`src/sv/aes_cbc_pkg.sv`:
```
// Types, constants and AES round functions shared by the cipher modules.
package aes_cbc_pkg;

    localparam int STREAMS_DEF = 4;
    localparam int BLOCK_BYTES = 16;

    typedef enum logic [2:0] {
        CFG_KEY_WORD_0   = 3'd0,
        CFG_KEY_WORD_1   = 3'd1,
        CFG_KEY_WORD_2   = 3'd2,
        CFG_KEY_WORD_3   = 3'd3,
        CFG_KEY_SIZE     = 3'd4,
        CFG_DECRYPT_MODE = 3'd5
    } cfg_idx_t;

    typedef enum logic [1:0] {
        OP_NONE  = 2'd0,
        OP_LOAD  = 2'd1,
        OP_ROUND = 2'd2,
        OP_LAST  = 2'd3
    } dp_op_t;

    typedef struct packed {
        dp_op_t     op;
        logic       dec;
        logic [3:0] rk_idx;
    } dp_cmd_t;

    typedef struct packed {
        logic       busy;
        logic [3:0] nr;
    } key_stat_t;

    localparam logic [7:0] SBOX [256] = '{
        8'h63, 8'h7c, 8'h77, 8'h7b, 8'hf2, 8'h6b, 8'h6f, 8'hc5,
        8'h30, 8'h01, 8'h67, 8'h2b, 8'hfe, 8'hd7, 8'hab, 8'h76,
        8'hca, 8'h82, 8'hc9, 8'h7d, 8'hfa, 8'h59, 8'h47, 8'hf0,
        8'had, 8'hd4, 8'ha2, 8'haf, 8'h9c, 8'ha4, 8'h72, 8'hc0,
        8'hb7, 8'hfd, 8'h93, 8'h26, 8'h36, 8'h3f, 8'hf7, 8'hcc,
        8'h34, 8'ha5, 8'he5, 8'hf1, 8'h71, 8'hd8, 8'h31, 8'h15,
        8'h04, 8'hc7, 8'h23, 8'hc3, 8'h18, 8'h96, 8'h05, 8'h9a,
        8'h07, 8'h12, 8'h80, 8'he2, 8'heb, 8'h27, 8'hb2, 8'h75,
        8'h09, 8'h83, 8'h2c, 8'h1a, 8'h1b, 8'h6e, 8'h5a, 8'ha0,
        8'h52, 8'h3b, 8'hd6, 8'hb3, 8'h29, 8'he3, 8'h2f, 8'h84,
        8'h53, 8'hd1, 8'h00, 8'hed, 8'h20, 8'hfc, 8'hb1, 8'h5b,
        8'h6a, 8'hcb, 8'hbe, 8'h39, 8'h4a, 8'h4c, 8'h58, 8'hcf,
        8'hd0, 8'hef, 8'haa, 8'hfb, 8'h43, 8'h4d, 8'h33, 8'h85,
        8'h45, 8'hf9, 8'h02, 8'h7f, 8'h50, 8'h3c, 8'h9f, 8'ha8,
        8'h51, 8'ha3, 8'h40, 8'h8f, 8'h92, 8'h9d, 8'h38, 8'hf5,
        8'hbc, 8'hb6, 8'hda, 8'h21, 8'h10, 8'hff, 8'hf3, 8'hd2,
        8'hcd, 8'h0c, 8'h13, 8'hec, 8'h5f, 8'h97, 8'h44, 8'h17,
        8'hc4, 8'ha7, 8'h7e, 8'h3d, 8'h64, 8'h5d, 8'h19, 8'h73,
        8'h60, 8'h81, 8'h4f, 8'hdc, 8'h22, 8'h2a, 8'h90, 8'h88,
        8'h46, 8'hee, 8'hb8, 8'h14, 8'hde, 8'h5e, 8'h0b, 8'hdb,
        8'he0, 8'h32, 8'h3a, 8'h0a, 8'h49, 8'h06, 8'h24, 8'h5c,
        8'hc2, 8'hd3, 8'hac, 8'h62, 8'h91, 8'h95, 8'he4, 8'h79,
        8'he7, 8'hc8, 8'h37, 8'h6d, 8'h8d, 8'hd5, 8'h4e, 8'ha9,
        8'h6c, 8'h56, 8'hf4, 8'hea, 8'h65, 8'h7a, 8'hae, 8'h08,
        8'hba, 8'h78, 8'h25, 8'h2e, 8'h1c, 8'ha6, 8'hb4, 8'hc6,
        8'he8, 8'hdd, 8'h74, 8'h1f, 8'h4b, 8'hbd, 8'h8b, 8'h8a,
        8'h70, 8'h3e, 8'hb5, 8'h66, 8'h48, 8'h03, 8'hf6, 8'h0e,
        8'h61, 8'h35, 8'h57, 8'hb9, 8'h86, 8'hc1, 8'h1d, 8'h9e,
        8'he1, 8'hf8, 8'h98, 8'h11, 8'h69, 8'hd9, 8'h8e, 8'h94,
        8'h9b, 8'h1e, 8'h87, 8'he9, 8'hce, 8'h55, 8'h28, 8'hdf,
        8'h8c, 8'ha1, 8'h89, 8'h0d, 8'hbf, 8'he6, 8'h42, 8'h68,
        8'h41, 8'h99, 8'h2d, 8'h0f, 8'hb0, 8'h54, 8'hbb, 8'h16
    };

    localparam logic [7:0] INV_SBOX [256] = '{
        8'h52, 8'h09, 8'h6a, 8'hd5, 8'h30, 8'h36, 8'ha5, 8'h38,
        8'hbf, 8'h40, 8'ha3, 8'h9e, 8'h81, 8'hf3, 8'hd7, 8'hfb,
        8'h7c, 8'he3, 8'h39, 8'h82, 8'h9b, 8'h2f, 8'hff, 8'h87,
        8'h34, 8'h8e, 8'h43, 8'h44, 8'hc4, 8'hde, 8'he9, 8'hcb,
        8'h54, 8'h7b, 8'h94, 8'h32, 8'ha6, 8'hc2, 8'h23, 8'h3d,
        8'hee, 8'h4c, 8'h95, 8'h0b, 8'h42, 8'hfa, 8'hc3, 8'h4e,
        8'h08, 8'h2e, 8'ha1, 8'h66, 8'h28, 8'hd9, 8'h24, 8'hb2,
        8'h76, 8'h5b, 8'ha2, 8'h49, 8'h6d, 8'h8b, 8'hd1, 8'h25,
        8'h72, 8'hf8, 8'hf6, 8'h64, 8'h86, 8'h68, 8'h98, 8'h16,
        8'hd4, 8'ha4, 8'h5c, 8'hcc, 8'h5d, 8'h65, 8'hb6, 8'h92,
        8'h6c, 8'h70, 8'h48, 8'h50, 8'hfd, 8'hed, 8'hb9, 8'hda,
        8'h5e, 8'h15, 8'h46, 8'h57, 8'ha7, 8'h8d, 8'h9d, 8'h84,
        8'h90, 8'hd8, 8'hab, 8'h00, 8'h8c, 8'hbc, 8'hd3, 8'h0a,
        8'hf7, 8'he4, 8'h58, 8'h05, 8'hb8, 8'hb3, 8'h45, 8'h06,
        8'hd0, 8'h2c, 8'h1e, 8'h8f, 8'hca, 8'h3f, 8'h0f, 8'h02,
        8'hc1, 8'haf, 8'hbd, 8'h03, 8'h01, 8'h13, 8'h8a, 8'h6b,
        8'h3a, 8'h91, 8'h11, 8'h41, 8'h4f, 8'h67, 8'hdc, 8'hea,
        8'h97, 8'hf2, 8'hcf, 8'hce, 8'hf0, 8'hb4, 8'he6, 8'h73,
        8'h96, 8'hac, 8'h74, 8'h22, 8'he7, 8'had, 8'h35, 8'h85,
        8'he2, 8'hf9, 8'h37, 8'he8, 8'h1c, 8'h75, 8'hdf, 8'h6e,
        8'h47, 8'hf1, 8'h1a, 8'h71, 8'h1d, 8'h29, 8'hc5, 8'h89,
        8'h6f, 8'hb7, 8'h62, 8'h0e, 8'haa, 8'h18, 8'hbe, 8'h1b,
        8'hfc, 8'h56, 8'h3e, 8'h4b, 8'hc6, 8'hd2, 8'h79, 8'h20,
        8'h9a, 8'hdb, 8'hc0, 8'hfe, 8'h78, 8'hcd, 8'h5a, 8'hf4,
        8'h1f, 8'hdd, 8'ha8, 8'h33, 8'h88, 8'h07, 8'hc7, 8'h31,
        8'hb1, 8'h12, 8'h10, 8'h59, 8'h27, 8'h80, 8'hec, 8'h5f,
        8'h60, 8'h51, 8'h7f, 8'ha9, 8'h19, 8'hb5, 8'h4a, 8'h0d,
        8'h2d, 8'he5, 8'h7a, 8'h9f, 8'h93, 8'hc9, 8'h9c, 8'hef,
        8'ha0, 8'he0, 8'h3b, 8'h4d, 8'hae, 8'h2a, 8'hf5, 8'hb0,
        8'hc8, 8'heb, 8'hbb, 8'h3c, 8'h83, 8'h53, 8'h99, 8'h61,
        8'h17, 8'h2b, 8'h04, 8'h7e, 8'hba, 8'h77, 8'hd6, 8'h26,
        8'he1, 8'h69, 8'h14, 8'h63, 8'h55, 8'h21, 8'h0c, 8'h7d
    };

    // rounds from the key size code; the spare code behaves as AES-256
    function automatic logic [3:0] nr_of(input logic [1:0] ks);
        logic [3:0] nr;
        unique case (ks)
            2'd0:    nr = 4'd10;
            2'd1:    nr = 4'd12;
            default: nr = 4'd14;
        endcase
        return nr;
    endfunction

    function automatic logic [7:0] xt(input logic [7:0] b);
        return {b[6:0], 1'b0} ^ (b[7] ? 8'h1b : 8'h00);
    endfunction

    function automatic logic [31:0] sub_word(input logic [31:0] w);
        return {SBOX[w[31:24]], SBOX[w[23:16]], SBOX[w[15:8]], SBOX[w[7:0]]};
    endfunction

    // byte 0 of the state sits in bits 127..120
    function automatic logic [127:0] sub_shift(input logic [127:0] s);
        logic [127:0] t;
        int src;
        int dst;
        t = '0;
        for (int r = 0; r < 4; r++) begin
            for (int c = 0; c < 4; c++) begin
                dst = r + 4 * c;
                src = r + 4 * ((c + r) & 3);
                t[127 - 8 * dst -: 8] = SBOX[s[127 - 8 * src -: 8]];
            end
        end
        return t;
    endfunction

    function automatic logic [127:0] inv_sub_shift(input logic [127:0] s);
        logic [127:0] t;
        int src;
        int dst;
        t = '0;
        for (int r = 0; r < 4; r++) begin
            for (int c = 0; c < 4; c++) begin
                src = r + 4 * c;
                dst = r + 4 * ((c + r) & 3);
                t[127 - 8 * dst -: 8] = INV_SBOX[s[127 - 8 * src -: 8]];
            end
        end
        return t;
    endfunction

    function automatic logic [127:0] mix_cols(input logic [127:0] s);
        logic [127:0] t;
        logic [7:0] a0, a1, a2, a3;
        for (int c = 0; c < 4; c++) begin
            a0 = s[127 - 32 * c -: 8];
            a1 = s[119 - 32 * c -: 8];
            a2 = s[111 - 32 * c -: 8];
            a3 = s[103 - 32 * c -: 8];
            t[127 - 32 * c -: 8] = xt(a0) ^ xt(a1) ^ a1 ^ a2 ^ a3;
            t[119 - 32 * c -: 8] = a0 ^ xt(a1) ^ xt(a2) ^ a2 ^ a3;
            t[111 - 32 * c -: 8] = a0 ^ a1 ^ xt(a2) ^ xt(a3) ^ a3;
            t[103 - 32 * c -: 8] = xt(a0) ^ a0 ^ a1 ^ a2 ^ xt(a3);
        end
        return t;
    endfunction

    // products by 9, 11, 13 and 14 from doublings
    function automatic logic [127:0] inv_mix_cols(input logic [127:0] s);
        logic [127:0] t;
        logic [7:0] a [4];
        logic [7:0] m9 [4];
        logic [7:0] m11 [4];
        logic [7:0] m13 [4];
        logic [7:0] m14 [4];
        logic [7:0] x2, x4, x8;
        for (int c = 0; c < 4; c++) begin
            for (int k = 0; k < 4; k++) begin
                a[k]   = s[127 - 32 * c - 8 * k -: 8];
                x2     = xt(a[k]);
                x4     = xt(x2);
                x8     = xt(x4);
                m9[k]  = x8 ^ a[k];
                m11[k] = x8 ^ x2 ^ a[k];
                m13[k] = x8 ^ x4 ^ a[k];
                m14[k] = x8 ^ x4 ^ x2;
            end
            t[127 - 32 * c -: 8] = m14[0] ^ m11[1] ^ m13[2] ^ m9[3];
            t[119 - 32 * c -: 8] = m9[0] ^ m14[1] ^ m11[2] ^ m13[3];
            t[111 - 32 * c -: 8] = m13[0] ^ m9[1] ^ m14[2] ^ m11[3];
            t[103 - 32 * c -: 8] = m11[0] ^ m13[1] ^ m9[2] ^ m14[3];
        end
        return t;
    endfunction

endpackage

```
`src/sv/aes_cbc_ctrl.sv`:
```
// Controller: accepts words, sequences the rounds, owns the output valid flag.
module aes_cbc_ctrl
(
    input  logic                   clk,
    input  logic                   rst_n,
    input  logic                   s_tvalid,
    output logic                   s_tready,
    output logic                   m_tvalid,
    input  logic                   m_tready,
    input  logic                   cfg_we,
    input  logic [2:0]             cfg_index,
    input  logic [63:0]            cfg_data,
    input  aes_cbc_pkg::key_stat_t kstat,
    output aes_cbc_pkg::dp_cmd_t   cmd
);

    typedef enum logic [1:0] {
        ST_IDLE = 2'b01,
        ST_RUN  = 2'b10
    } ctrl_state_t;

    ctrl_state_t state_reg, state_next;
    logic [3:0]  step_reg, step_next;
    logic [3:0]  nr_reg, nr_next;
    logic        dec_reg, dec_next;
    logic        mode_reg;
    logic        out_valid_reg;
    logic        accept;
    logic        last_go;

    assign s_tready = (state_reg == ST_IDLE) && !kstat.busy && !cfg_we;
    assign accept   = s_tvalid && s_tready;
    assign last_go  = (state_reg == ST_RUN) && (step_reg == nr_reg)
                      && (!out_valid_reg || m_tready);
    assign m_tvalid = out_valid_reg;

    always_comb
    begin
        state_next = state_reg;
        step_next  = step_reg;
        nr_next    = nr_reg;
        dec_next   = dec_reg;
        cmd.op     = aes_cbc_pkg::OP_NONE;
        cmd.dec    = dec_reg;
        cmd.rk_idx = dec_reg ? 4'd0 : nr_reg;
        unique case (state_reg)
            ST_IDLE:
            begin
                cmd.dec    = mode_reg;
                cmd.rk_idx = mode_reg ? kstat.nr : 4'd0;
                if (accept)
                begin
                    cmd.op     = aes_cbc_pkg::OP_LOAD;
                    state_next = ST_RUN;
                    step_next  = 4'd1;
                    nr_next    = kstat.nr;
                    dec_next   = mode_reg;
                end
            end
            ST_RUN:
            begin
                if (step_reg != nr_reg)
                begin
                    cmd.op     = aes_cbc_pkg::OP_ROUND;
                    cmd.rk_idx = dec_reg ? nr_reg - step_reg : step_reg;
                    step_next  = step_reg + 4'd1;
                end
                else if (last_go)
                begin
                    cmd.op     = aes_cbc_pkg::OP_LAST;
                    state_next = ST_IDLE;
                end
            end
            default:
            begin
                state_next = ST_IDLE;
            end
        endcase
    end

    always_ff @(posedge clk or negedge rst_n)
    begin
        if (!rst_n)
        begin
            state_reg     <= ST_IDLE;
            step_reg      <= '0;
            nr_reg        <= 4'd10;
            dec_reg       <= 1'b0;
            mode_reg      <= 1'b0;
            out_valid_reg <= 1'b0;
        end
        else
        begin
            state_reg     <= state_next;
            step_reg      <= step_next;
            nr_reg        <= nr_next;
            dec_reg       <= dec_next;
            out_valid_reg <= last_go || (out_valid_reg && !m_tready);
            if (cfg_we && aes_cbc_pkg::cfg_idx_t'(cfg_index) == aes_cbc_pkg::CFG_DECRYPT_MODE)
                mode_reg <= cfg_data[0];
        end
    end

endmodule

```
`config.mk`:
```
export PLATFORM = sky130hd
export DESIGN_NAME = aes_cbc_ctrl
export DESIGN_NICKNAME = d
export VERILOG_FILES = /design/src/sv/aes_cbc_pkg.sv /design/src/sv/aes_cbc_ctrl.sv
export SDC_FILE = /design/constraint.sdc
export NUM_CORES = 1
export LEC_CHECK = 0
export BUFFER_PORTS_ARGS = -buffer_cell sky130_fd_sc_hd__buf_2
export CAP_MARGIN = 40
export CORE_MARGIN = 1.5
export CORE_UTILIZATION = 39
export CTS_BUF_LIST = sky130_fd_sc_hd__clkbuf_8
export DETAILED_ROUTE_END_ITERATION = 8
export PLACE_DENSITY = 0.91
export SLEW_MARGIN = 10
export SYNTH_ARGS = -nofsm -noshare
export SYNTH_HDL_FRONTEND = slang
export SYNTH_SLANG_ARGS = --single-unit
```
`constraint.sdc`:
```
create_clock -name clk -period 2.7 [get_ports clk]
set_input_delay 0.54 -clock clk [delete_from_list [all_inputs] [get_ports clk]]
set_output_delay 0.54 -clock clk [all_outputs]
set_load 0.05 [all_outputs]
```
==> impl_metrics.env <==
export IMPL_n_antenna_cell=0
export IMPL_die_x_um=53.0
export IMPL_p_sw_frac=0.490
export IMPL_synth_main_ff_cell="dfrtp_1"
export IMPL_status="finished, final reports clean"
export IMPL_min_period_over_period=0.990
export IMPL_p_per_area_mw_per_mm2=1210
export IMPL_drcViolationCount=0
export IMPL_final_cells=165
export IMPL_syn_area_um2=975
export IMPL_ys_warn_count=0
export IMPL_drv_cap=0
export IMPL_fillers=203
export IMPL_p_comb_frac=0.659
export IMPL_critPathCaptureType="primary output"
export IMPL_power_share_sequential=0.229
export IMPL_cts_tree="done"
export IMPL_fmax_mhz=374
export IMPL_cts_sinks=13
export IMPL_hold_path_class="in -> async"
export IMPL_synthCells=109
export IMPL_min_period_ns=2.67
export IMPL_ys_async_sr_fraction=1.00
export IMPL_rows=17
export IMPL_wirelength_um=2430
export IMPL_irDropWorstVdd_mv=0.707
export IMPL_crit_required_ns=2.16
export IMPL_finalHoldViolCount=0
export IMPL_synth_edf_count=0
export IMPL_synth_nets=193
export IMPL_rrSetupSlack_ns=0.44
export IMPL_p_total_mw=1.55
export IMPL_dieArea_mm2=0.00281
export IMPL_yosys_area_top_type_share=0.257
export IMPL_utilization=0.560
export IMPL_synthToLayoutAreaGrowth_pct=30.8
export IMPL_grt_max_degree=16
export IMPL_p_switching_uw=757
export IMPL_place_congestion=0.817
export IMPL_skew_ns=0.00505
export IMPL_synth_cell_types=34
export IMPL_p_leak_nw=0.575
export IMPL_p_int_uw=790
export IMPL_cts_made_buffers=3
export IMPL_worstSkewPairLatency_ns=0.25
export IMPL_antenna_found_initial=0
export IMPL_port_buffers=22
export IMPL_dr_first_iter_drc_count=15
export IMPL_critPathKind="reg -> out"
export IMPL_grt_pass1_wl_um=3740
export IMPL_ios=86
export IMPL_yosysSeqAreaShare=0.338
export IMPL_final_max_slew_viol_count=0
export IMPL_ant_nets=0
export IMPL_detail_route_first_pass_iterations=4
export IMPL_clockBufferDepth=2
export IMPL_arrival_ns=2.13
export IMPL_clockRootBuffer="clkbuf_8"
export IMPL_relSlewSlack=0.623
export IMPL_p_clk_frac=0.112
export IMPL_die_y_um=53.0
export IMPL_crit_path_max_fanout=4
export IMPL_yosys_top_cells_area="dfrtp_1 (26%), dfstp_2 (8.1%), ha_1 (7.7%), nand2_1 (7.3%), mux2_2 (5.8%)"
export IMPL_final_area_mm2=0.00127
export IMPL_grt_pass1_vias=863
export IMPL_viasPerCell=5.48
export IMPL_tightest_slew_ns=0.565
export IMPL_grt_ovfl_total=0
export IMPL_yosys_area_top_type="dfrtp_1"
export IMPL_vias=905
export IMPL_fin_nets=222
export IMPL_grt_use_total=0.187
export IMPL_rsz0062_at_grt="true"
export IMPL_drive_gt1_frac=0.423
export IMPL_wl_per_cell_um=14.7
export IMPL_cts_clk_slew_worst_paths_ns=0.06
export IMPL_synth_seq_cells=13
export IMPL_start_kind="flop"
export IMPL_start_util=0.428
export IMPL_cts_max_level=1
export IMPL_hpwl_um=1700
export IMPL_hold_ws_ns=0.167
export IMPL_dp_cells=157
export IMPL_placed_area_mm2=0.00113
export IMPL_coreArea_mm2=0.00228
export IMPL_synth_area_per_cell_um2=8.94
export IMPL_finalSetupViolCount=0
stage by stage:
stage | worst slack, ns | setup TNS, ns
2_1_floorplan | -0.0681 | -0.0681
3_3_place_gp | 0.203 | 0
3_5_place_dp | 0.164 | 0
4_1_cts | 0.0167 | 0
5_1_grt | -0.0801 | -0.161
6_report | 0.0265 | 0
critical path: stages, from the launching register on:
cell      delay (ns)
dfstp_2         0.55
ha_2            0.29
a31oi_2         0.23
mux2i_1         0.25
xnor2_1         0.10
o311ai_2        0.26
buf_6           0.20
synthesized netlist by cell type, types with 2 or more instances:
cell type,number
nand2_1,19
dfrtp_1,10
inv_1,8
o21ai_0,7
ha_1,6
nand3_1,6
a21oi_1,5
mux2_2,5
a21o_1,3
a31oi_1,3
and2_1,3
dfstp_2,3
nand2b_1,3
nor2_1,3
xnor2_1,3
clkbuf_1,2
mux2i_1,2
nand4b_1,2
path summary, 6_finish.rpt:
path / startpoint / end / depth (start not counted)
min in group clk: state_reg[0]$_DFFE_PN1P_ / state_reg[0]$_DFFE_PN1P_ / 1
hold reg to reg: state_reg[0]$_DFFE_PN1P_ / state_reg[0]$_DFFE_PN1P_ / 1
max in group asynchronous: rst_n / nr_reg[1]$_DFFE_PN1N_ / 1
setup / recovery: nr_reg[1]$_DFFE_PN1N_ / cmd[3] / 6
setup reg to reg: state_reg[0]$_DFFE_PN1P_ / step_reg[3]$_DFFE_PN0P_ / 7
hold / removal: rst_n / nr_reg[0]$_DFFE_PN0N_ / 1
metal layers:
layer | share of wire | global-route usage | vias up
met4 | 0.026 | 0.0983 | 0
met3 | 0.061 | 0.0311 | 7
met1 | 0.41 | 0.227 | 428
met2 | 0.50 | 0.315 | 35
li1 | - | - | 435
met5 | 0 | 0 | -
what timing repair did:
item,4_1_cts,5_1_grt
hold buffers,0,0
pin swaps,0,6
buffers inserted,0,4
gates resized for setup,5,19
setup endpoints to repair,3,5
cell usage in the layout (no fill, tap or decap), types with 3 or more instances in the layout:
master and n:
clkbuf_8 3, nand2_1 18, nand3_1 6, xnor2_1 3, nand2b_1 3, inv_2 3, a21o_1 3, a21oi_1 4
dfstp_2 3, mux2_2 5, buf_2 18, buf_4 6, dfrtp_1 9, o21ai_0 5, ha_1 4, inv_1 6
buf_6 4
logic make-up after synthesis:
kind of cell | count (synthesis) | synth area share
buffers and inverters | 12 | 0.0539
muxes | 7 | 0.0783
xor gates and xnor gates | 3 | 0.0270
DFF | 13 | 0.338
and+or+nand+nor | 43 | 0.229
AOI/OAI and AO/OA | 24 | 0.177
adders and majority gates | 7 | 0.0976
power groups by stage:
stage          sequential [mW]  clock [mW]  combinational, mW
2_1_floorplan            0.320           0              0.699
3_3_place_gp             0.348           0              0.805
3_5_place_dp             0.353           0              0.840
4_1_cts                  0.353       0.174              0.885
5_1_grt                  0.361       0.186               1.09
6_report                 0.355       0.173               1.02
layout make-up:
cell class / instances / area (µm²) / area share
multi-input combinational: 84 / 654 / 0.513
sequential: 13 / 330 / 0.259
timing repair buffer: 28 / 180 / 0.141
clock buffer: 3 / 41.3 / 0.0324
tap: 28 / 35.0 / 0.0275
inverter: 8 / 30.0 / 0.0236
clock inverter: 1 / 3.75 / 0.00294
(Power assumes the default switching activity.)
