**src/sv/aes_cbc_pkg.sv**
```systemverilog
// Types, constants and AES round functions shared by the cipher modules.
package aes_cbc_pkg;

    localparam int STREAMS_DEF = 4;
    localparam int BLOCK_BYTES = 16;

    typedef enum logic [2:0] {
        CFG_KEY_WORD_0   = 3'd0,
        CFG_KEY_WORD_1   = 3'd1,
        CFG_KEY_WORD_2   = 3'd2,
        CFG_KEY_WORD_3   = 3'd3,
        CFG_KEY_SIZE     = 3'd4,
        CFG_DECRYPT_MODE = 3'd5
    } cfg_idx_t;

    typedef enum logic [1:0] {
        OP_NONE  = 2'd0,
        OP_LOAD  = 2'd1,
        OP_ROUND = 2'd2,
        OP_LAST  = 2'd3
    } dp_op_t;

    typedef struct packed {
        dp_op_t     op;
        logic       dec;
        logic [3:0] rk_idx;
    } dp_cmd_t;

    typedef struct packed {
        logic       busy;
        logic [3:0] nr;
    } key_stat_t;

    localparam logic [7:0] SBOX [256] = '{
        8'h63, 8'h7c, 8'h77, 8'h7b, 8'hf2, 8'h6b, 8'h6f, 8'hc5,
        8'h30, 8'h01, 8'h67, 8'h2b, 8'hfe, 8'hd7, 8'hab, 8'h76,
        8'hca, 8'h82, 8'hc9, 8'h7d, 8'hfa, 8'h59, 8'h47, 8'hf0,
        8'had, 8'hd4, 8'ha2, 8'haf, 8'h9c, 8'ha4, 8'h72, 8'hc0,
        8'hb7, 8'hfd, 8'h93, 8'h26, 8'h36, 8'h3f, 8'hf7, 8'hcc,
        8'h34, 8'ha5, 8'he5, 8'hf1, 8'h71, 8'hd8, 8'h31, 8'h15,
        8'h04, 8'hc7, 8'h23, 8'hc3, 8'h18, 8'h96, 8'h05, 8'h9a,
        8'h07, 8'h12, 8'h80, 8'he2, 8'heb, 8'h27, 8'hb2, 8'h75,
        8'h09, 8'h83, 8'h2c, 8'h1a, 8'h1b, 8'h6e, 8'h5a, 8'ha0,
        8'h52, 8'h3b, 8'hd6, 8'hb3, 8'h29, 8'he3, 8'h2f, 8'h84,
        8'h53, 8'hd1, 8'h00, 8'hed, 8'h20, 8'hfc, 8'hb1, 8'h5b,
        8'h6a, 8'hcb, 8'hbe, 8'h39, 8'h4a, 8'h4c, 8'h58, 8'hcf,
        8'hd0, 8'hef, 8'haa, 8'hfb, 8'h43, 8'h4d, 8'h33, 8'h85,
        8'h45, 8'hf9, 8'h02, 8'h7f, 8'h50, 8'h3c, 8'h9f, 8'ha8,
        8'h51, 8'ha3, 8'h40, 8'h8f, 8'h92, 8'h9d, 8'h38, 8'hf5,
        8'hbc, 8'hb6, 8'hda, 8'h21, 8'h10, 8'hff, 8'hf3, 8'hd2,
        8'hcd, 8'h0c, 8'h13, 8'hec, 8'h5f, 8'h97, 8'h44, 8'h17,
        8'hc4, 8'ha7, 8'h7e, 8'h3d, 8'h64, 8'h5d, 8'h19, 8'h73,
        8'h60, 8'h81, 8'h4f, 8'hdc, 8'h22, 8'h2a, 8'h90, 8'h88,
        8'h46, 8'hee, 8'hb8, 8'h14, 8'hde, 8'h5e, 8'h0b, 8'hdb,
        8'he0, 8'h32, 8'h3a, 8'h0a, 8'h49, 8'h06, 8'h24, 8'h5c,
        8'hc2, 8'hd3, 8'hac, 8'h62, 8'h91, 8'h95, 8'he4, 8'h79,
        8'he7, 8'hc8, 8'h37, 8'h6d, 8'h8d, 8'hd5, 8'h4e, 8'ha9,
        8'h6c, 8'h56, 8'hf4, 8'hea, 8'h65, 8'h7a, 8'hae, 8'h08,
        8'hba, 8'h78, 8'h25, 8'h2e, 8'h1c, 8'ha6, 8'hb4, 8'hc6,
        8'he8, 8'hdd, 8'h74, 8'h1f, 8'h4b, 8'hbd, 8'h8b, 8'h8a,
        8'h70, 8'h3e, 8'hb5, 8'h66, 8'h48, 8'h03, 8'hf6, 8'h0e,
        8'h61, 8'h35, 8'h57, 8'hb9, 8'h86, 8'hc1, 8'h1d, 8'h9e,
        8'he1, 8'hf8, 8'h98, 8'h11, 8'h69, 8'hd9, 8'h8e, 8'h94,
        8'h9b, 8'h1e, 8'h87, 8'he9, 8'hce, 8'h55, 8'h28, 8'hdf,
        8'h8c, 8'ha1, 8'h89, 8'h0d, 8'hbf, 8'he6, 8'h42, 8'h68,
        8'h41, 8'h99, 8'h2d, 8'h0f, 8'hb0, 8'h54, 8'hbb, 8'h16
    };

    localparam logic [7:0] INV_SBOX [256] = '{
        8'h52, 8'h09, 8'h6a, 8'hd5, 8'h30, 8'h36, 8'ha5, 8'h38,
        8'hbf, 8'h40, 8'ha3, 8'h9e, 8'h81, 8'hf3, 8'hd7, 8'hfb,
        8'h7c, 8'he3, 8'h39, 8'h82, 8'h9b, 8'h2f, 8'hff, 8'h87,
        8'h34, 8'h8e, 8'h43, 8'h44, 8'hc4, 8'hde, 8'he9, 8'hcb,
        8'h54, 8'h7b, 8'h94, 8'h32, 8'ha6, 8'hc2, 8'h23, 8'h3d,
        8'hee, 8'h4c, 8'h95, 8'h0b, 8'h42, 8'hfa, 8'hc3, 8'h4e,
        8'h08, 8'h2e, 8'ha1, 8'h66, 8'h28, 8'hd9, 8'h24, 8'hb2,
        8'h76, 8'h5b, 8'ha2, 8'h49, 8'h6d, 8'h8b, 8'hd1, 8'h25,
        8'h72, 8'hf8, 8'hf6, 8'h64, 8'h86, 8'h68, 8'h98, 8'h16,
        8'hd4, 8'ha4, 8'h5c, 8'hcc, 8'h5d, 8'h65, 8'hb6, 8'h92,
        8'h6c, 8'h70, 8'h48, 8'h50, 8'hfd, 8'hed, 8'hb9, 8'hda,
        8'h5e, 8'h15, 8'h46, 8'h57, 8'ha7, 8'h8d, 8'h9d, 8'h84,
        8'h90, 8'hd8, 8'hab, 8'h00, 8'h8c, 8'hbc, 8'hd3, 8'h0a,
        8'hf7, 8'he4, 8'h58, 8'h05, 8'hb8, 8'hb3, 8'h45, 8'h06,
        8'hd0, 8'h2c, 8'h1e, 8'h8f, 8'hca, 8'h3f, 8'h0f, 8'h02,
        8'hc1, 8'haf, 8'hbd, 8'h03, 8'h01, 8'h13, 8'h8a, 8'h6b,
        8'h3a, 8'h91, 8'h11, 8'h41, 8'h4f, 8'h67, 8'hdc, 8'hea,
        8'h97, 8'hf2, 8'hcf, 8'hce, 8'hf0, 8'hb4, 8'he6, 8'h73,
        8'h96, 8'hac, 8'h74, 8'h22, 8'he7, 8'had, 8'h35, 8'h85,
        8'he2, 8'hf9, 8'h37, 8'he8, 8'h1c, 8'h75, 8'hdf, 8'h6e,
        8'h47, 8'hf1, 8'h1a, 8'h71, 8'h1d, 8'h29, 8'hc5, 8'h89,
        8'h6f, 8'hb7, 8'h62, 8'h0e, 8'haa, 8'h18, 8'hbe, 8'h1b,
        8'hfc, 8'h56, 8'h3e, 8'h4b, 8'hc6, 8'hd2, 8'h79, 8'h20,
        8'h9a, 8'hdb, 8'hc0, 8'hfe, 8'h78, 8'hcd, 8'h5a, 8'hf4,
        8'h1f, 8'hdd, 8'ha8, 8'h33, 8'h88, 8'h07, 8'hc7, 8'h31,
        8'hb1, 8'h12, 8'h10, 8'h59, 8'h27, 8'h80, 8'hec, 8'h5f,
        8'h60, 8'h51, 8'h7f, 8'ha9, 8'h19, 8'hb5, 8'h4a, 8'h0d,
        8'h2d, 8'he5, 8'h7a, 8'h9f, 8'h93, 8'hc9, 8'h9c, 8'hef,
        8'ha0, 8'he0, 8'h3b, 8'h4d, 8'hae, 8'h2a, 8'hf5, 8'hb0,
        8'hc8, 8'heb, 8'hbb, 8'h3c, 8'h83, 8'h53, 8'h99, 8'h61,
        8'h17, 8'h2b, 8'h04, 8'h7e, 8'hba, 8'h77, 8'hd6, 8'h26,
        8'he1, 8'h69, 8'h14, 8'h63, 8'h55, 8'h21, 8'h0c, 8'h7d
    };

    // rounds from the key size code; the spare code behaves as AES-256
    function automatic logic [3:0] nr_of(input logic [1:0] ks);
        logic [3:0] nr;
        unique case (ks)
            2'd0:    nr = 4'd10;
            2'd1:    nr = 4'd12;
            default: nr = 4'd14;
        endcase
        return nr;
    endfunction

    function automatic logic [7:0] xt(input logic [7:0] b);
        return {b[6:0], 1'b0} ^ (b[7] ? 8'h1b : 8'h00);
    endfunction

    function automatic logic [31:0] sub_word(input logic [31:0] w);
        return {SBOX[w[31:24]], SBOX[w[23:16]], SBOX[w[15:8]], SBOX[w[7:0]]};
    endfunction

    // byte 0 of the state sits in bits 127..120
    function automatic logic [127:0] sub_shift(input logic [127:0] s);
        logic [127:0] t;
        int src;
        int dst;
        t = '0;
        for (int r = 0; r < 4; r++) begin
            for (int c = 0; c < 4; c++) begin
                dst = r + 4 * c;
                src = r + 4 * ((c + r) & 3);
                t[127 - 8 * dst -: 8] = SBOX[s[127 - 8 * src -: 8]];
            end
        end
        return t;
    endfunction

    function automatic logic [127:0] inv_sub_shift(input logic [127:0] s);
        logic [127:0] t;
        int src;
        int dst;
        t = '0;
        for (int r = 0; r < 4; r++) begin
            for (int c = 0; c < 4; c++) begin
                src = r + 4 * c;
                dst = r + 4 * ((c + r) & 3);
                t[127 - 8 * dst -: 8] = INV_SBOX[s[127 - 8 * src -: 8]];
            end
        end
        return t;
    endfunction

    function automatic logic [127:0] mix_cols(input logic [127:0] s);
        logic [127:0] t;
        logic [7:0] a0, a1, a2, a3;
        for (int c = 0; c < 4; c++) begin
            a0 = s[127 - 32 * c -: 8];
            a1 = s[119 - 32 * c -: 8];
            a2 = s[111 - 32 * c -: 8];
            a3 = s[103 - 32 * c -: 8];
            t[127 - 32 * c -: 8] = xt(a0) ^ xt(a1) ^ a1 ^ a2 ^ a3;
            t[119 - 32 * c -: 8] = a0 ^ xt(a1) ^ xt(a2) ^ a2 ^ a3;
            t[111 - 32 * c -: 8] = a0 ^ a1 ^ xt(a2) ^ xt(a3) ^ a3;
            t[103 - 32 * c -: 8] = xt(a0) ^ a0 ^ a1 ^ a2 ^ xt(a3);
        end
        return t;
    endfunction

    // products by 9, 11, 13 and 14 from doublings
    function automatic logic [127:0] inv_mix_cols(input logic [127:0] s);
        logic [127:0] t;
        logic [7:0] a [4];
        logic [7:0] m9 [4];
        logic [7:0] m11 [4];
        logic [7:0] m13 [4];
        logic [7:0] m14 [4];
        logic [7:0] x2, x4, x8;
        for (int c = 0; c < 4; c++) begin
            for (int k = 0; k < 4; k++) begin
                a[k]   = s[127 - 32 * c - 8 * k -: 8];
                x2     = xt(a[k]);
                x4     = xt(x2);
                x8     = xt(x4);
                m9[k]  = x8 ^ a[k];
                m11[k] = x8 ^ x2 ^ a[k];
                m13[k] = x8 ^ x4 ^ a[k];
                m14[k] = x8 ^ x4 ^ x2;
            end
            t[127 - 32 * c -: 8] = m14[0] ^ m11[1] ^ m13[2] ^ m9[3];
            t[119 - 32 * c -: 8] = m9[0] ^ m14[1] ^ m11[2] ^ m13[3];
            t[111 - 32 * c -: 8] = m13[0] ^ m9[1] ^ m14[2] ^ m11[3];
            t[103 - 32 * c -: 8] = m11[0] ^ m13[1] ^ m9[2] ^ m14[3];
        end
        return t;
    endfunction

endpackage

```
**src/sv/aes_cbc_kexp.sv**
```systemverilog
// Key registers and the word-per-cycle key schedule builder with its round-key store.
module aes_cbc_kexp
(
    input  logic                   clk,
    input  logic                   rst_n,
    input  logic                   cfg_we,
    input  logic [2:0]             cfg_index,
    input  logic [63:0]            cfg_data,
    input  logic [3:0]             rk_idx,
    output logic [127:0]           rk,
    output aes_cbc_pkg::key_stat_t stat
);

    logic [63:0]  key_reg [4];
    logic [1:0]   ksize_reg;
    logic         busy_reg;
    logic [5:0]   cnt_reg;
    logic [2:0]   j_reg;
    logic [7:0]   rcon_reg;
    logic [31:0]  win_reg [8];
    logic [127:0] rk_reg [16];

    logic [3:0]  nr;
    logic [3:0]  nk;
    logic [5:0]  total;
    logic        restart;
    logic [31:0] t;
    logic [31:0] far;
    logic [31:0] w_new;
    logic [63:0] kw;

    assign nr    = aes_cbc_pkg::nr_of(ksize_reg);
    assign nk    = nr - 4'd6;
    assign total = {nr, 2'b00} + 6'd4;

    always_comb
    begin
        restart = 1'b0;
        if (cfg_we)
        begin
            unique case (aes_cbc_pkg::cfg_idx_t'(cfg_index))
                aes_cbc_pkg::CFG_KEY_WORD_0,
                aes_cbc_pkg::CFG_KEY_WORD_1,
                aes_cbc_pkg::CFG_KEY_WORD_2,
                aes_cbc_pkg::CFG_KEY_WORD_3,
                aes_cbc_pkg::CFG_KEY_SIZE: restart = 1'b1;
                default:                   restart = 1'b0;
            endcase
        end
    end

    // w[i - nk] sits nk - 1 places down the window
    always_comb
    begin
        unique case (nk)
            4'd4:    far = win_reg[3];
            4'd6:    far = win_reg[5];
            default: far = win_reg[7];
        endcase
    end

    always_comb
    begin
        kw = key_reg[cnt_reg[2:1]];
        t  = win_reg[0];
        if (j_reg == 3'd0)
            t = aes_cbc_pkg::sub_word({t[23:0], t[31:24]}) ^ {rcon_reg, 24'h0};
        else if (nk == 4'd8 && j_reg == 3'd4)
            t = aes_cbc_pkg::sub_word(t);
        if (cnt_reg < {2'b00, nk})
            w_new = cnt_reg[0] ? kw[31:0] : kw[63:32];
        else
            w_new = far ^ t;
    end

    always_ff @(posedge clk or negedge rst_n)
    begin
        if (!rst_n)
        begin
            key_reg   <= '{default: '0};
            ksize_reg <= '0;
            busy_reg  <= 1'b1;
            cnt_reg   <= '0;
            j_reg     <= '0;
            rcon_reg  <= 8'h01;
        end
        else if (restart)
        begin
            if (aes_cbc_pkg::cfg_idx_t'(cfg_index) == aes_cbc_pkg::CFG_KEY_SIZE)
                ksize_reg <= cfg_data[1:0];
            else
                key_reg[cfg_index[1:0]] <= cfg_data;
            busy_reg <= 1'b1;
            cnt_reg  <= '0;
            j_reg    <= '0;
            rcon_reg <= 8'h01;
        end
        else if (busy_reg)
        begin
            cnt_reg <= cnt_reg + 6'd1;
            j_reg   <= ({1'b0, j_reg} == nk - 4'd1) ? 3'd0 : j_reg + 3'd1;
            if (cnt_reg >= {2'b00, nk} && j_reg == 3'd0)
                rcon_reg <= aes_cbc_pkg::xt(rcon_reg);
            if (cnt_reg == total - 6'd1)
                busy_reg <= 1'b0;
        end
    end

    always_ff @(posedge clk)
    begin
        if (busy_reg && !restart)
        begin
            win_reg[0] <= w_new;
            for (int k = 1; k < 8; k++)
                win_reg[k] <= win_reg[k - 1];
            rk_reg[cnt_reg[5:2]][(2'd3 - cnt_reg[1:0]) * 32 +: 32] <= w_new;
        end
    end

    assign rk        = rk_reg[rk_idx];
    assign stat.busy = busy_reg;
    assign stat.nr   = nr;

endmodule

```
**config.mk**
```make
export PLATFORM = sky130hd
export DESIGN_NAME = aes_cbc_kexp
export DESIGN_NICKNAME = d
export VERILOG_FILES = /design/src/sv/aes_cbc_pkg.sv /design/src/sv/aes_cbc_kexp.sv
export SDC_FILE = /design/constraint.sdc
export NUM_CORES = 2
export LEC_CHECK = 0
export ABC_CLOCK_PERIOD_IN_PS = 19800
export BUFFER_PORTS_ARGS = -buffer_cell sky130_fd_sc_hd__buf_2
export CAP_MARGIN = 40
export CORE_MARGIN = 2
export CORE_UTILIZATION = 50
export DETAILED_ROUTE_END_ITERATION = 6
export PLACE_DENSITY = 0.66
export SLEW_MARGIN = 30
export SYNTH_ARGS = -nofsm -noshare
export SYNTH_HDL_FRONTEND = slang
export SYNTH_SLANG_ARGS = --single-unit
```
**constraint.sdc**
```tcl
create_clock -name clk -period 19.8 [get_ports clk]
set_input_delay 1.98 -clock clk [delete_from_list [all_inputs] [get_ports clk]]
set_output_delay 1.98 -clock clk [all_outputs]
set_load 0.01 [all_outputs]
```
==> flow_summary.ini <==
[detailed_routing]
drtPass1Iterations = 6
viasPerCell = 6.59
vias = 67158
drtAntennaViolNets = 0
drtIter0Drc = 9028
routedWlPerCell_um = 32.0
wl_mm = 326
drc = 0

[synth]
synthFlopType = edfxtp_1
synthArstFlopShare_pct = 10.7
synth_cell_types = 103
synth-xor-area-share_pct = 0.238
yosysWarnings = 0
synthAdderAreaFrac_pct = 0.723
synth_top_family_by_area = multiplexers
synth_edf_count = 2304
yosys.area_share.simple_pct = 5.62
synth-compound-area-share_pct = 5.91
yosys.area.top_type = edfxtp_1
avgSynthCellArea_um2 = 17.1
synth.area.mux_share_pct = 18.6
synth-seq-cells = 2580
synth_nets = 6830
syn_area_um2 = 114000
yosysTopAreaCellShare_pct = 60.6
netlist_top_cells_area = edfxtp_1 (61%), mux4_2 (15%), dfrtp_1 (6.0%)
synthCells = 6690
ys_seq_area_share_pct = 66.6

[grt]
grt_pass1_vias = 65990
grt_antenna_before_repair = 38
grt_start_max_net_pins = 144
grt_pass1_wl_mm = 469
grt_overflow = 0
grtUsageTotal_pct = 27.8

[cts]
h-tree-depth = 5
cts_tree = done
post_cts.resized_instances = 0
clock_sinks = 2580
clk_latency_ns = 0.94
cts_setup_buffers = 0
clockBufferDepth = 4
cts.clk_slew.worst_paths_ns = 0.06
postCtsHoldBufs = 0
cts-root-buf = clkbuf_16
cts_made_buffers = 282

[critical_path]
r2r-end = rk_reg[1][87]
reg2reg_slack_ns = 14.04
endpoint_kind = output pin
reg2regPathDepth = 15
cp.required_ns = 17.82
cp_top_family = buffers and inverters
r2r-start = win_reg[0][17]
slowest_delay_ns = 0.53
critPathLaunchType = input port
worst_path_max_delay_cell = mux4_2
critPathMaxFanout = 64
worstPathCellList = buf_8 > buf_4 > buf_16 > buf_4 > buf_16 > buf_4 > buf_16 > mux4_2 > nor2b_1 > a211oi_1 > a21oi_1 > buf_2
path_buf_inv = 8
critPathArrivalTime_ns = 5.78
critPathKind = in -> out

[final_layout]
multi_input_area_um2 = 36300
layout.filler_cells = 17109
drive_above_1_share_pct = 30.0
regArea_um2 = 76100
area_growth_syn_to_layout_pct = 13.1
nets = 7123
layout_common_cells = edfxtp_1 (2304), mux4_2 (761), nor2_1 (301), clkbuf_16 (287), nand2_1 (279)
final_common_cell = edfxtp_1
largest_reg_flops = 2048

[status]
status = finished clean

[pwr]
power.switching_mw = 7.15
p_int_mw = 12.0
power.leakage_nw = 43.8
p_comb_share_pct = 37.6
switching_share_pct = 37.4
p_total_mw = 19.1
powerDensity_nw_per_um2 = 148
ir_drop_mv = 0.165
power_frac_clock_pct = 25.7
seqPwrFrac_pct = 36.7

[floorplanning]
boundaryPins = 207
die_w_um = 482
die_y_um = 482
design.core.area_um2 = 227000
rows = 175
die-area_um2 = 232000
start_util_pct = 50.3

[sta]
fin_crit_ns = 7.76
tns_ns = 0
hold_viol_final = 0
fin_worst_skew_ns = 0.0744
fin_crit_sh_pct = 39.2
tightest_slew_ns = 0.997
rsz0062_at_grt = false
setup_violations = 0
relSlewSlack_pct = 33.5
hold_slack_ns = 0.401
max_freq_mhz = 129
maxSlewViolCount = 0

[min_path]
hold_end = win_reg[1][106]
min_from = win_reg[1][74]
hp-class = reg -> reg
hold_path_depth = 0

[placed_design]
dp_hpwl_mm = 189
routabilityCongestion = 0.963
port_buffers = 204

[flow_run]
maxCapViolations = 0
==> logic make-up (layout without fill, tap and decap cells) <==
family | count (synthesis) | after routing
flops | 2580 | 2580
simple gates | 1303 | 1303
mux | 1139 | 1139
compound gates | 955 | 955
buf+inv | 614 | 1100
fa+ha+maj | 66 | 66
xor+xnor | 31 | 31
other cells | 2 | 15
==> synth_stat cells (all sizes together), types with 30 or more instances <==
master  number
edfxtp    2304
mux4       761
nor2       388
clkbuf     303
nand2      281
mux2       278
dfrtp      274
buf        232
a21oi      196
o21ai      178
nand2b     110
mux2i      100
nor3        97
nand3       95
nor2b       89
inv         72
ha          66
a31oi       58
and2        52
o311ai      51
a211oi      50
o211ai      42
a311oi      38
and3        34
o31ai       32
nor3b       31
or2         30
==> stage by stage <==
step / area (um2) / cells / util, % / setup WS [ns]
floorplan: 114000 / 6690 / - / 6.96
global route: 129000 / 10188 / 56.8 / 11.64
CTS: 128000 / 10088 / 56.4 / 11.45
global placement: 119000 / 9572 / 52.4 / 11.29
finish: 129000 / 10198 / 56.8 / 12.04
detailed placement: 120000 / 9611 / 52.7 / 11.44
==> routing by layer <==
metal / vias to the layer above / share of wire (%) / global-route usage (%)
met5: - / 0.12 / 0.327
met4: 42 / 3.6 / 9.28
met1: 35221 / 40 / 39.5
li1: 27650 / - / -
met2: 3600 / 47 / 43.1
met3: 645 / 9.6 / 6.04
==> power by group through the flow <==
stage,clock [mW],combinational [mW],sequential [mW]
after global routing,5.21,7.52,7.05
after CTS,5.00,6.92,7.03
after floorplan,0,4.07,7.05
final,4.92,7.21,7.02
after global placement,0,6.78,7.12
after detailed placement,0,6.90,7.14
==> how the worst max path moves through the flow <==
stage,from,end,slack [ns],depth (start not counted)
2_1_floorplan,cfg_index[0],rk_reg[13][100],6.96,7
3_3_place_gp,rk_idx[0],rk[40],11.29,9
3_5_place_dp,rk_idx[0],rk[40],11.44,10
4_1_cts,rk_idx[0],rk[40],11.45,10
5_1_grt,rk_idx[0],rk[40],11.64,12
6_report,rk_idx[0],rk[40],12.04,12
==> worst reg2reg max path, delay by kind of cell, from the launching register on <==
| family | cells | cell delay, ns |
|---|---|---|
| buf+inv | 5 | 1.64 |
| compound gates | 5 | 1.55 |
| simple gates | 3 | 1.04 |
| fa+ha+maj | 1 | 0.68 |
| flops | 1 | 0.32 |
| xor+xnor | 1 | 0.22 |
==> area by class of cell <==
type	instances	share of cell area, %
Antenna cell	13	0.0252
Inverter	79	0.230
Timing Repair Buffer	544	3.21
Clock inverter	125	0.787
Clock buffer	352	5.82
Sequential cell	2580	58.9
Multi-Input combinational cell	3496	28.1
Tap cell	3009	2.91
No activity file was read; power rests on OpenSTA's default activity.
